File: config.mk
export PLATFORM = sky130hd
export DESIGN_NAME = peer_connection_table
export DESIGN_NICKNAME = d
export VERILOG_FILES = /design/src/rtl/pct_pkg.sv /design/src/rtl/peer_connection_table.sv
export SDC_FILE = /design/constraint.sdc
export NUM_CORES = 1
export LEC_CHECK = 0
export ABC_AREA = 0
export BUFFER_PORTS_ARGS = -buffer_cell sky130_fd_sc_hd__buf_4
export CAP_MARGIN = 40
export CORE_UTILIZATION = 30
export CTS_CLUSTER_SIZE = 14
export DETAILED_ROUTE_END_ITERATION = 8
export HOLD_SLACK_MARGIN = 0.06
export SETUP_SLACK_MARGIN = 0.2
export SYNTH_ARGS = -nofsm -noshare
export SYNTH_HDL_FRONTEND = slang
export SYNTH_SLANG_ARGS = --single-unit
File: constraint.sdc
create_clock -name clock -period 10 [get_ports clock]
set_input_delay 3 -clock clock [delete_from_list [all_inputs] [get_ports clock]]
set_output_delay 3 -clock clock [all_outputs]
set_load 0.1 [all_outputs]
File: src/rtl/pct_pkg.sv
// shared types, codes and sizes of the peer connection table
`default_nettype none

package pct_pkg;

   // table size and derived widths
   localparam int MAX_NODES    = 16;
   localparam int RESULT_LIMIT = 16;
   localparam int IDX_W        = (MAX_NODES > 1) ? $clog2(MAX_NODES) : 1;
   localparam int NODE_W       = $clog2(MAX_NODES + 1);
   localparam int CNT_W        = (NODE_W > 5) ? NODE_W : 5;
   localparam int RES_W        = $clog2(RESULT_LIMIT + 1);
   localparam int SLOT_W       = 4;
   localparam int ADDR_W       = 48;
   localparam int CSR_DATA_W   = 32;
   localparam int CSR_IDX_W    = 2;

   // register indexes
   localparam logic [CSR_IDX_W-1:0] CSR_PROTOCOL_ID   = 2'd0;
   localparam logic [CSR_IDX_W-1:0] CSR_TIMEOUT_LIMIT = 2'd1;
   localparam logic [CSR_IDX_W-1:0] CSR_NODE_COUNT    = 2'd2;

   // register reset values
   localparam logic [31:0] PROTOCOL_ID_RST   = 32'd0;
   localparam logic [15:0] TIMEOUT_LIMIT_RST = 16'd1000;
   localparam logic [4:0]  NODE_COUNT_RST    = 5'd16;

   // slot states
   localparam logic [1:0] ST_DISC       = 2'd0;
   localparam logic [1:0] ST_CONNECTING = 2'd1;
   localparam logic [1:0] ST_CONNECTED  = 2'd2;

   // packet types
   localparam logic [7:0] PT_CONNECT   = 8'd0;
   localparam logic [7:0] PT_KEEPALIVE = 8'd1;

   // result events
   localparam logic [2:0] EV_DROPPED   = 3'd0;
   localparam logic [2:0] EV_RESERVED  = 3'd1;
   localparam logic [2:0] EV_FULL      = 3'd2;
   localparam logic [2:0] EV_CONN_REF  = 3'd3;
   localparam logic [2:0] EV_COMPLETED = 3'd4;
   localparam logic [2:0] EV_KA_REF    = 3'd5;
   localparam logic [2:0] EV_NO_CHANGE = 3'd6;
   localparam logic [2:0] EV_TIMED_OUT = 3'd7;

   // input word
   typedef struct packed {
      logic        mode;
      logic [31:0] header_word;
      logic [7:0]  packet_type;
      logic [31:0] sender_ip;
      logic [15:0] sender_port;
      logic [15:0] elapsed;
   } req_word_type;

   // result word
   typedef struct packed {
      logic [2:0]        event_res;
      logic [SLOT_W-1:0] slot;
      logic              last;
   } rsp_word_type;

   // slot number as reported in the result
   function automatic logic [SLOT_W-1:0] slot_field(input logic [IDX_W-1:0] idx);
      logic [IDX_W+SLOT_W-1:0] ext;
      ext = {{SLOT_W{1'b0}}, idx};
      return ext[SLOT_W-1:0];
   endfunction

endpackage

`default_nettype wire

File: src/rtl/peer_connection_table.sv
// peer connection table: slot store with a one-slot-per-cycle walk sequencer
//
//  port group | direction | flow control     | carries
//  req_*      | in        | req_valid/stall  | packet or tick word (req_word_type)
//  rsp_*      | out       | rsp_valid/stall  | result word (rsp_word_type)
//  csr_*      | in        | csr_write_en     | register index and write data
//
// An item passes through the accept cycle, a walk over n = min(node_count, MAX_NODES)
// slots, one per cycle, then a final state; a malformed packet or n = 0 has no walk.
// A tick's walk stalls while a freed slot's word cannot be loaded, and the final
// cycle of any item waits while the output register holds a stalled word.
// Reset clears slot states, reserved flags and counts, not addresses;
// one item at a time, and a finished word may wait while the next item is taken.
`default_nettype none

module peer_connection_table (
   input  wire                          clock,
   input  wire                          reset,
   input  wire                          req_valid,
   output logic                         req_stall,
   input  wire pct_pkg::req_word_type   req_word,
   output logic                         rsp_valid,
   input  wire                          rsp_stall,
   output pct_pkg::rsp_word_type        rsp_word,
   input  wire                          csr_write_en,
   input  wire [pct_pkg::CSR_IDX_W-1:0] csr_index,
   input  wire [pct_pkg::CSR_DATA_W-1:0] csr_wdata
);
   import pct_pkg::*;

   // sequencer codes
   localparam logic [2:0] S_IDLE = 3'd0;
   localparam logic [2:0] S_SCAN = 3'd1;
   localparam logic [2:0] S_PKT  = 3'd2;
   localparam logic [2:0] S_TICK = 3'd3;
   localparam logic [2:0] S_TEND = 3'd4;

   // configuration registers
   logic [31:0] protocol_id_ff;
   logic [15:0] timeout_limit_ff;
   logic [4:0]  node_count_ff;

   // slot table
   logic [1:0]        slot_state_ff    [MAX_NODES];
   logic              slot_reserved_ff [MAX_NODES];
   logic [15:0]       slot_age_ff      [MAX_NODES];
   logic [ADDR_W-1:0] slot_address_ff  [MAX_NODES];

   // table write port
   logic             tbl_we;
   logic             addr_we;
   logic [IDX_W-1:0] tbl_idx;
   logic [1:0]       slot_state_in;
   logic             slot_reserved_in;
   logic [15:0]      slot_age_in;

   // sequencer and item registers
   logic [2:0]       seq_ff, seq_in;
   logic [CNT_W-1:0] cnt_ff, cnt_in;
   req_word_type     item_ff, item_in;
   logic             bad_ff, bad_in;
   logic             known_vld_ff, known_vld_in;
   logic [IDX_W-1:0] known_idx_ff, known_idx_in;
   logic             known_conn_ff, known_conn_in;
   logic             free_vld_ff, free_vld_in;
   logic [IDX_W-1:0] free_idx_ff, free_idx_in;
   logic             pend_vld_ff, pend_vld_in;
   logic [IDX_W-1:0] pend_idx_ff, pend_idx_in;
   logic [RES_W-1:0] res_cnt_ff, res_cnt_in;

   // output register
   logic         rsp_valid_ff, rsp_valid_in;
   rsp_word_type rsp_word_ff, rsp_word_in;
   logic         push;
   rsp_word_type push_word;

   // walk datapath
   logic [CNT_W-1:0]  used;
   logic [CNT_W-1:0]  used_m1;
   logic              walk_last;
   logic [IDX_W-1:0]  cur;
   logic [1:0]        cur_state;
   logic              cur_active;
   logic              addr_hit;
   logic [16:0]       age_sum;
   logic [15:0]       age_sat;
   logic              expired;
   logic              record;
   logic              out_free;
   logic              req_take;
   logic              pkt_bad;
   logic [ADDR_W-1:0] item_addr;

   // configuration writes
   always_ff @(posedge clock) begin
      if (reset) begin
         protocol_id_ff   <= PROTOCOL_ID_RST;
         timeout_limit_ff <= TIMEOUT_LIMIT_RST;
         node_count_ff    <= NODE_COUNT_RST;
      end else if (csr_write_en) begin
         case (csr_index)
            CSR_PROTOCOL_ID:   protocol_id_ff   <= csr_wdata[31:0];
            CSR_TIMEOUT_LIMIT: timeout_limit_ff <= csr_wdata[15:0];
            CSR_NODE_COUNT:    node_count_ff    <= csr_wdata[4:0];
            default: ;
         endcase
      end
   end

   // slots in use
   always_comb begin
      if (CNT_W'(node_count_ff) > CNT_W'(MAX_NODES)) begin
         used = CNT_W'(MAX_NODES);
      end else begin
         used = CNT_W'(node_count_ff);
      end
      used_m1   = used - CNT_W'(1);
      walk_last = (cnt_ff == used_m1);
   end

   // one slot examined per cycle, unless a tick's walk is stalled
   assign item_addr  = {item_ff.sender_ip, item_ff.sender_port};
   assign cur        = cnt_ff[IDX_W-1:0];
   assign cur_state  = slot_state_ff[cur];
   assign cur_active = (cur_state != ST_DISC);
   assign addr_hit   = cur_active && (slot_address_ff[cur] == item_addr);
   assign age_sum    = {1'b0, slot_age_ff[cur]} + {1'b0, item_ff.elapsed};
   assign age_sat    = age_sum[16] ? 16'hFFFF : age_sum[15:0];
   assign expired    = (age_sat > timeout_limit_ff) && !slot_reserved_ff[cur];
   assign record     = cur_active && expired && (res_cnt_ff < RES_W'(RESULT_LIMIT));

   assign out_free  = !rsp_valid_ff || !rsp_stall;
   assign req_stall = (seq_ff != S_IDLE);
   assign req_take  = req_valid && !req_stall;
   assign pkt_bad   = (req_word.header_word != protocol_id_ff) ||
                      (req_word.packet_type > PT_KEEPALIVE);

   // sequencer
   always_comb begin
      seq_in        = seq_ff;
      cnt_in        = cnt_ff;
      item_in       = item_ff;
      bad_in        = bad_ff;
      known_vld_in  = known_vld_ff;
      known_idx_in  = known_idx_ff;
      known_conn_in = known_conn_ff;
      free_vld_in   = free_vld_ff;
      free_idx_in   = free_idx_ff;
      pend_vld_in   = pend_vld_ff;
      pend_idx_in   = pend_idx_ff;
      res_cnt_in    = res_cnt_ff;

      tbl_we           = 1'b0;
      addr_we          = 1'b0;
      tbl_idx          = cur;
      slot_state_in    = cur_state;
      slot_reserved_in = slot_reserved_ff[cur];
      slot_age_in      = age_sat;

      push      = 1'b0;
      push_word = '{event_res: EV_NO_CHANGE, slot: '0, last: 1'b1};

      case (seq_ff)
         S_IDLE: begin
            if (req_take) begin
               item_in      = req_word;
               bad_in       = pkt_bad;
               cnt_in       = '0;
               known_vld_in = 1'b0;
               free_vld_in  = 1'b0;
               pend_vld_in  = 1'b0;
               res_cnt_in   = '0;
               if (req_word.mode) begin
                  seq_in = (used == '0) ? S_TEND : S_TICK;
               end else if (pkt_bad || (used == '0)) begin
                  seq_in = S_PKT;
               end else begin
                  seq_in = S_SCAN;
               end
            end
         end

         // lookup of known sender and first free slot
         S_SCAN: begin
            if (addr_hit && !known_vld_ff) begin
               known_vld_in  = 1'b1;
               known_idx_in  = cur;
               known_conn_in = (cur_state == ST_CONNECTING);
            end
            if (!cur_active && !free_vld_ff) begin
               free_vld_in = 1'b1;
               free_idx_in = cur;
            end
            cnt_in = cnt_ff + CNT_W'(1);
            if (walk_last) begin
               seq_in = S_PKT;
            end
         end

         // apply the packet and report
         S_PKT: begin
            if (out_free) begin
               push   = 1'b1;
               seq_in = S_IDLE;
               if (bad_ff) begin
                  push_word = '{event_res: EV_DROPPED, slot: '0, last: 1'b1};
               end else if (item_ff.packet_type == PT_CONNECT) begin
                  if (known_vld_ff) begin
                     if (known_conn_ff) begin
                        tbl_we           = 1'b1;
                        tbl_idx          = known_idx_ff;
                        slot_state_in    = ST_CONNECTING;
                        slot_reserved_in = 1'b1;
                        slot_age_in      = '0;
                        push_word = '{event_res: EV_CONN_REF,
                                      slot: slot_field(known_idx_ff), last: 1'b1};
                     end else begin
                        push_word = '{event_res: EV_NO_CHANGE,
                                      slot: slot_field(known_idx_ff), last: 1'b1};
                     end
                  end else if (free_vld_ff) begin
                     tbl_we           = 1'b1;
                     addr_we          = 1'b1;
                     tbl_idx          = free_idx_ff;
                     slot_state_in    = ST_CONNECTING;
                     slot_reserved_in = 1'b1;
                     slot_age_in      = '0;
                     push_word = '{event_res: EV_RESERVED,
                                   slot: slot_field(free_idx_ff), last: 1'b1};
                  end else begin
                     push_word = '{event_res: EV_FULL, slot: '0, last: 1'b1};
                  end
               end else begin
                  if (known_vld_ff) begin
                     tbl_we           = 1'b1;
                     tbl_idx          = known_idx_ff;
                     slot_state_in    = ST_CONNECTED;
                     slot_reserved_in = 1'b0;
                     slot_age_in      = '0;
                     push_word = '{event_res: EV_KA_REF,
                                   slot: slot_field(known_idx_ff), last: 1'b1};
                     if (known_conn_ff) begin
                        push_word.event_res = EV_COMPLETED;
                     end
                  end else begin
                     push_word = '{event_res: EV_NO_CHANGE, slot: '0, last: 1'b1};
                  end
               end
            end
         end

         // age one slot per cycle while not stalled, free the expired ones
         S_TICK: begin
            if (!(record && pend_vld_ff) || out_free) begin
               if (cur_active) begin
                  tbl_we = 1'b1;
                  if (expired) begin
                     slot_state_in    = ST_DISC;
                     slot_reserved_in = 1'b0;
                     slot_age_in      = '0;
                  end
               end
               if (record) begin
                  if (pend_vld_ff) begin
                     push      = 1'b1;
                     push_word = '{event_res: EV_TIMED_OUT,
                                   slot: slot_field(pend_idx_ff), last: 1'b0};
                  end
                  pend_vld_in = 1'b1;
                  pend_idx_in = cur;
                  res_cnt_in  = res_cnt_ff + RES_W'(1);
               end
               cnt_in = cnt_ff + CNT_W'(1);
               if (walk_last) begin
                  seq_in = S_TEND;
               end
            end
         end

         // final word of a tick
         S_TEND: begin
            if (out_free) begin
               push        = 1'b1;
               pend_vld_in = 1'b0;
               seq_in      = S_IDLE;
               if (pend_vld_ff) begin
                  push_word = '{event_res: EV_TIMED_OUT,
                                slot: slot_field(pend_idx_ff), last: 1'b1};
               end
            end
         end

         default: begin
            seq_in = S_IDLE;
         end
      endcase
   end

   // output register
   always_comb begin
      rsp_valid_in = rsp_valid_ff;
      rsp_word_in  = rsp_word_ff;
      if (push) begin
         rsp_valid_in = 1'b1;
         rsp_word_in  = push_word;
      end else if (rsp_valid_ff && !rsp_stall) begin
         rsp_valid_in = 1'b0;
      end
   end

   assign rsp_valid = rsp_valid_ff;
   assign rsp_word  = rsp_word_ff;

   // control registers
   always_ff @(posedge clock) begin
      if (reset) begin
         seq_ff       <= S_IDLE;
         known_vld_ff <= 1'b0;
         free_vld_ff  <= 1'b0;
         pend_vld_ff  <= 1'b0;
         res_cnt_ff   <= '0;
         cnt_ff       <= '0;
         rsp_valid_ff <= 1'b0;
      end else begin
         seq_ff       <= seq_in;
         known_vld_ff <= known_vld_in;
         free_vld_ff  <= free_vld_in;
         pend_vld_ff  <= pend_vld_in;
         res_cnt_ff   <= res_cnt_in;
         cnt_ff       <= cnt_in;
         rsp_valid_ff <= rsp_valid_in;
      end
   end

   // payload registers
   always_ff @(posedge clock) begin
      item_ff       <= item_in;
      bad_ff        <= bad_in;
      known_idx_ff  <= known_idx_in;
      known_conn_ff <= known_conn_in;
      free_idx_ff   <= free_idx_in;
      pend_idx_ff   <= pend_idx_in;
      rsp_word_ff   <= rsp_word_in;
   end

   // slot state, flags and counts
   always_ff @(posedge clock) begin
      if (reset) begin
         for (int i = 0; i < MAX_NODES; i++) begin
            slot_state_ff[i]    <= ST_DISC;
            slot_reserved_ff[i] <= 1'b0;
            slot_age_ff[i]      <= '0;
         end
      end else if (tbl_we) begin
         slot_state_ff[tbl_idx]    <= slot_state_in;
         slot_reserved_ff[tbl_idx] <= slot_reserved_in;
         slot_age_ff[tbl_idx]      <= slot_age_in;
      end
   end

   // sender addresses
   always_ff @(posedge clock) begin
      if (addr_we) begin
         slot_address_ff[tbl_idx] <= item_addr;
      end
   end

`ifndef SYNTHESIS
   // a word is never loaded over one that is still held
   a_push_free: assert property (@(posedge clock) disable iff (reset)
      (push && rsp_valid_ff) |-> !rsp_stall)
      else $error("result word overwritten while stalled");

   // reported count never passes the limit
   a_res_limit: assert property (@(posedge clock) disable iff (reset)
      res_cnt_ff <= RES_W'(RESULT_LIMIT))
      else $error("result count above limit");

   // a reservation only takes a free slot
   a_reserve_free: assert property (@(posedge clock) disable iff (reset)
      addr_we |-> (slot_state_ff[tbl_idx] == ST_DISC))
      else $error("reservation of an active slot");

   // a found sender is still active when the packet is applied
   a_known_active: assert property (@(posedge clock) disable iff (reset)
      (seq_ff == S_PKT && known_vld_ff) |-> (slot_state_ff[known_idx_ff] != ST_DISC))
      else $error("known slot not active");

   // finishing an item leaves a final word in the output register
   a_final_word: assert property (@(posedge clock) disable iff (reset)
      ((seq_ff == S_PKT || seq_ff == S_TEND) && out_free) |=>
         (rsp_valid_ff && rsp_word_ff.last && seq_ff == S_IDLE))
      else $error("item finished without final word");
`endif

endmodule

`default_nettype wire

==> flow_summary.ini <==
[run_status]
outcome = finished, final reports clean

[clock_network]
cts_resized = 0
clock-sinks = 1240
cts_tree = done
cts_inserted_buffers = 118
clk_pin_slew_ns = 0.06
cts_root_buffer = clkbuf_16
cts_hold_buf = 0
cts_setup_buffers = 0
htree_levels = 3
cts.path.max_buffers = 3
insertion_delay_ns = 0.76

[sta]
timing.final.ws_setup_ns = 1.81
fmax_mhz = 122
hold_viol_final = 0
slew_viol_final = 0
timing.final.crit_period_ns = 8.19
slew_headroom_pct = 37.9
rsz0062_at_grt = no
setup_tns_ns = 0
finalSetupViolations = 0
worstMarginPinSlew_ns = 0.931
fin_crit_sh_pct = 81.9
fin_skew_ns = 0.0769

[placed_design]
hpwl_mm = 78.3
place_congestion = 0.800
io_buffers = 153
post_dp_cell_area_sq_um = 56300
dpl_worst_slack_ns = 1.82

[synth]
ys_types = 82
synthAdderAreaFrac_pct = 0.880
yosysWarningCount = 0
synth_edf_count = 1166
synth-simple-area-share_pct = 6.19
syn_area_sq_um = 52000
yosysSeqAreaShare_pct = 70.1
synth_top_family_by_area = multiplexers
synth_cells = 2986
synthFlopType = edfxtp_1
ys_async_sr_fraction_pct = 0
muxShareOfSynthArea_pct = 14.4
synth_xor_area_share_pct = 2.22
synth_nets = 3166
synth-compound-area-share_pct = 3.73
synth_seq_cells = 1240
syn_avg_cell_area_sq_um = 17.4

[pwr]
power_frac_seq_pct = 47.4
pwr-share-clk_pct = 33.6
p_sw_uw = 3870
p_leak_uw = 0.0191
p_per_area_nw_per_um2 = 220
power.internal_uw = 9370
swShare_pct = 29.2
combinationalPowerShare_pct = 19.0
vdd_drop_max_v = 0.000165

[worst_setup_path]
crit_path_max_fanout = 36
critical_path_arrival_ns = 8.67
crit_type = register to register
crit_required_ns = 10.48
startpoint_type = register
r2r.worst_path.cells = 20
r2r_end = slot_age_ff[0][6]
endpoint_kind = register
r2r_slack_ns = 1.81

[final_layout]
register_area_sq_um = 36500
multi_input_area_sq_um = 14400
postLayoutCellArea_sq_um = 60200
syn_to_final_growth_pct = 15.6
layout-drive-gt1-share_pct = 22.9
final_util_pct = 35.0
nets = 3351
n_fill_cell = 16200

[floorplanning]
dieArea_sq_um = 175000
die_y_microns = 419
rows = 152
die_x_microns = 419
coreArea_sq_um = 172000
ios = 154
start_util_pct = 30.3

[drt]
drt-initial-drc-count = 2555
via_count = 28300
totalWireLength_mm = 135
final_antenna_net_count = 0
viasPerCell = 5.07
wl_per_cell_microns = 24.2
firstDrtPassIters = 6
drc = 0

[global_routing]
first_global_vias = 28500
antenna_found_initial = 6
grt-ovfl-total = 0
grt_pass1_wl_mm = 197
grt.met1_usage_pct = 20.3
grt_util_all_layers_pct = 15.2
grt_max_degree = 112
busiest_layer = met2
met3_usage_pct = 2.01
use_met2_pct = 25.8

[job]
drv_cap = 0

[min_path]
whs_endpoint = timeout_limit_ff[10]
min_from = timeout_limit_ff[10]
min_path_cells = 2
hold_class = register to register
[cells by family (layout without fill, tap and decap cells)]
family / count (synthesis) / after routing
DFF: 1240 / 1240
and+or+nand+nor: 649 / 649
muxes: 389 / 389
AOI/OAI and AO/OA: 282 / 282
buffers and inverters: 258 / 542
xor gates and xnor gates: 132 / 132
adders and majority gates: 36 / 36
other: 0 / 4
[power groups by stage]
stage	sequential [uW]	combinational, uW	clock, uW
2_1_floorplan	6340	1650	0
3_3_place_gp	6380	2490	0
3_5_place_dp	6390	2510	0
4_1_cts	6290	2520	4540
5_1_grt	6310	2680	4720
6_report	6280	2510	4450
[stage by stage]
step	std cells	hold WS [ns]	total power [uW]
6_report	5584	0.457	13200
3_5_place_dp	5361	0.450	8910
5_1_grt	5582	0.478	13700
3_3_place_gp	5345	0.447	8870
4_1_cts	5580	0.459	13300
2_1_floorplan	2986	0.436	7990
[final cells by class]
cell class | instances | share of cell area (%)
well taps | 2310 | 4.80
flip-flops and latches | 1240 | 60.7
diodes | 4 | 0.0166
inverters | 57 | 0.362
clock buffers | 140 | 5.06
clock inverters | 79 | 1.31
multi-input cells | 1488 | 24.0
repair buffers | 266 | 3.75
[state kept, by name, summed over array words and instances (netlist names), 3 cells and up, named ones only]
name              flops
timeout_limit_ff     16
known_idx_ff          4
free_idx_ff           4
slot_address_ff     768
item_addr            48
protocol_id_ff       32
item_ff              24
slot_state_ff        32
rsp_word              8
node_count_ff         5
pend_idx_ff           4
slot_reserved_ff     16
seq_ff                3
cnt_ff                5
res_cnt_ff            5
slot_age_ff         256
[cell usage after synthesis, types with 41 or more instances]
cell / count / area (sq um)
xnor2_1: 75 / 657
mux2i_1: 104 / 1040
clkbuf_1: 67 / 251
a21oi_1: 95 / 475
a211oi_1: 41 / 308
nor2_1: 126 / 473
inv_1: 56 / 210
mux4_2: 265 / 5970
dfxtp_1: 74 / 1480
nor3_1: 222 / 1110
xor2_1: 57 / 499
edfxtp_1: 1166 / 35000
buf_2: 98 / 490
nand2_1: 123 / 462
[critical path, cell delays in order, from the launching register on]
cell and delay, ns:
dfxtp_4 0.60, clkinv_2 0.67, mux4_2 0.69, ha_1 0.23
fa_1 0.44, a21o_1 0.19, a21oi_1 0.40, o21a_1 0.19
o21ai_0 0.18, a21oi_1 0.31, o21ai_0 0.18, a211oi_1 0.67
nor2_1 0.12, ha_1 0.33, nand3_1 0.13, nor3_1 0.40
a21boi_0 0.70, o211ai_1 0.23, a211oi_4 0.65, buf_4 0.47
nor3_1 0.10
[worst max-delay path by stage]
stage,to,slack [ns],cells past startpoint
floorplan,slot_age_ff[15][0],1.54,33
global placement,slot_age_ff[8][15],1.82,20
detailed placement,slot_age_ff[0][6],1.82,20
CTS,slot_age_ff[0][6],1.81,20
global route,slot_age_ff[15][5],1.19,20
finish,slot_age_ff[0][6],1.81,20
[layout by cell type (no fill, tap or decap), types with 27 or more instances in the layout]
cell type and n:
nor2_1 110, nand3_1 29, mux2i_1 104, a21oi_1 94
nor3_1 222, inv_1 53, nand2_1 123, buf_4 244
xnor2_1 75, mux4_2 265, a211oi_1 41, clkbuf_16 118
xor2_1 57, edfxtp_1 1166, ha_1 35, clkinv_1 30
nand2b_1 27, dfxtp_1 70
[per-layer routing]
layer  up-vias  routed length, microns
met5         -                      49
met4         8                    3190
met3       183                    7400
met2       886                   67400
met1     14900                   56900
li1      12300                       -
Note: power is estimated with default switching activity, not from simulation.
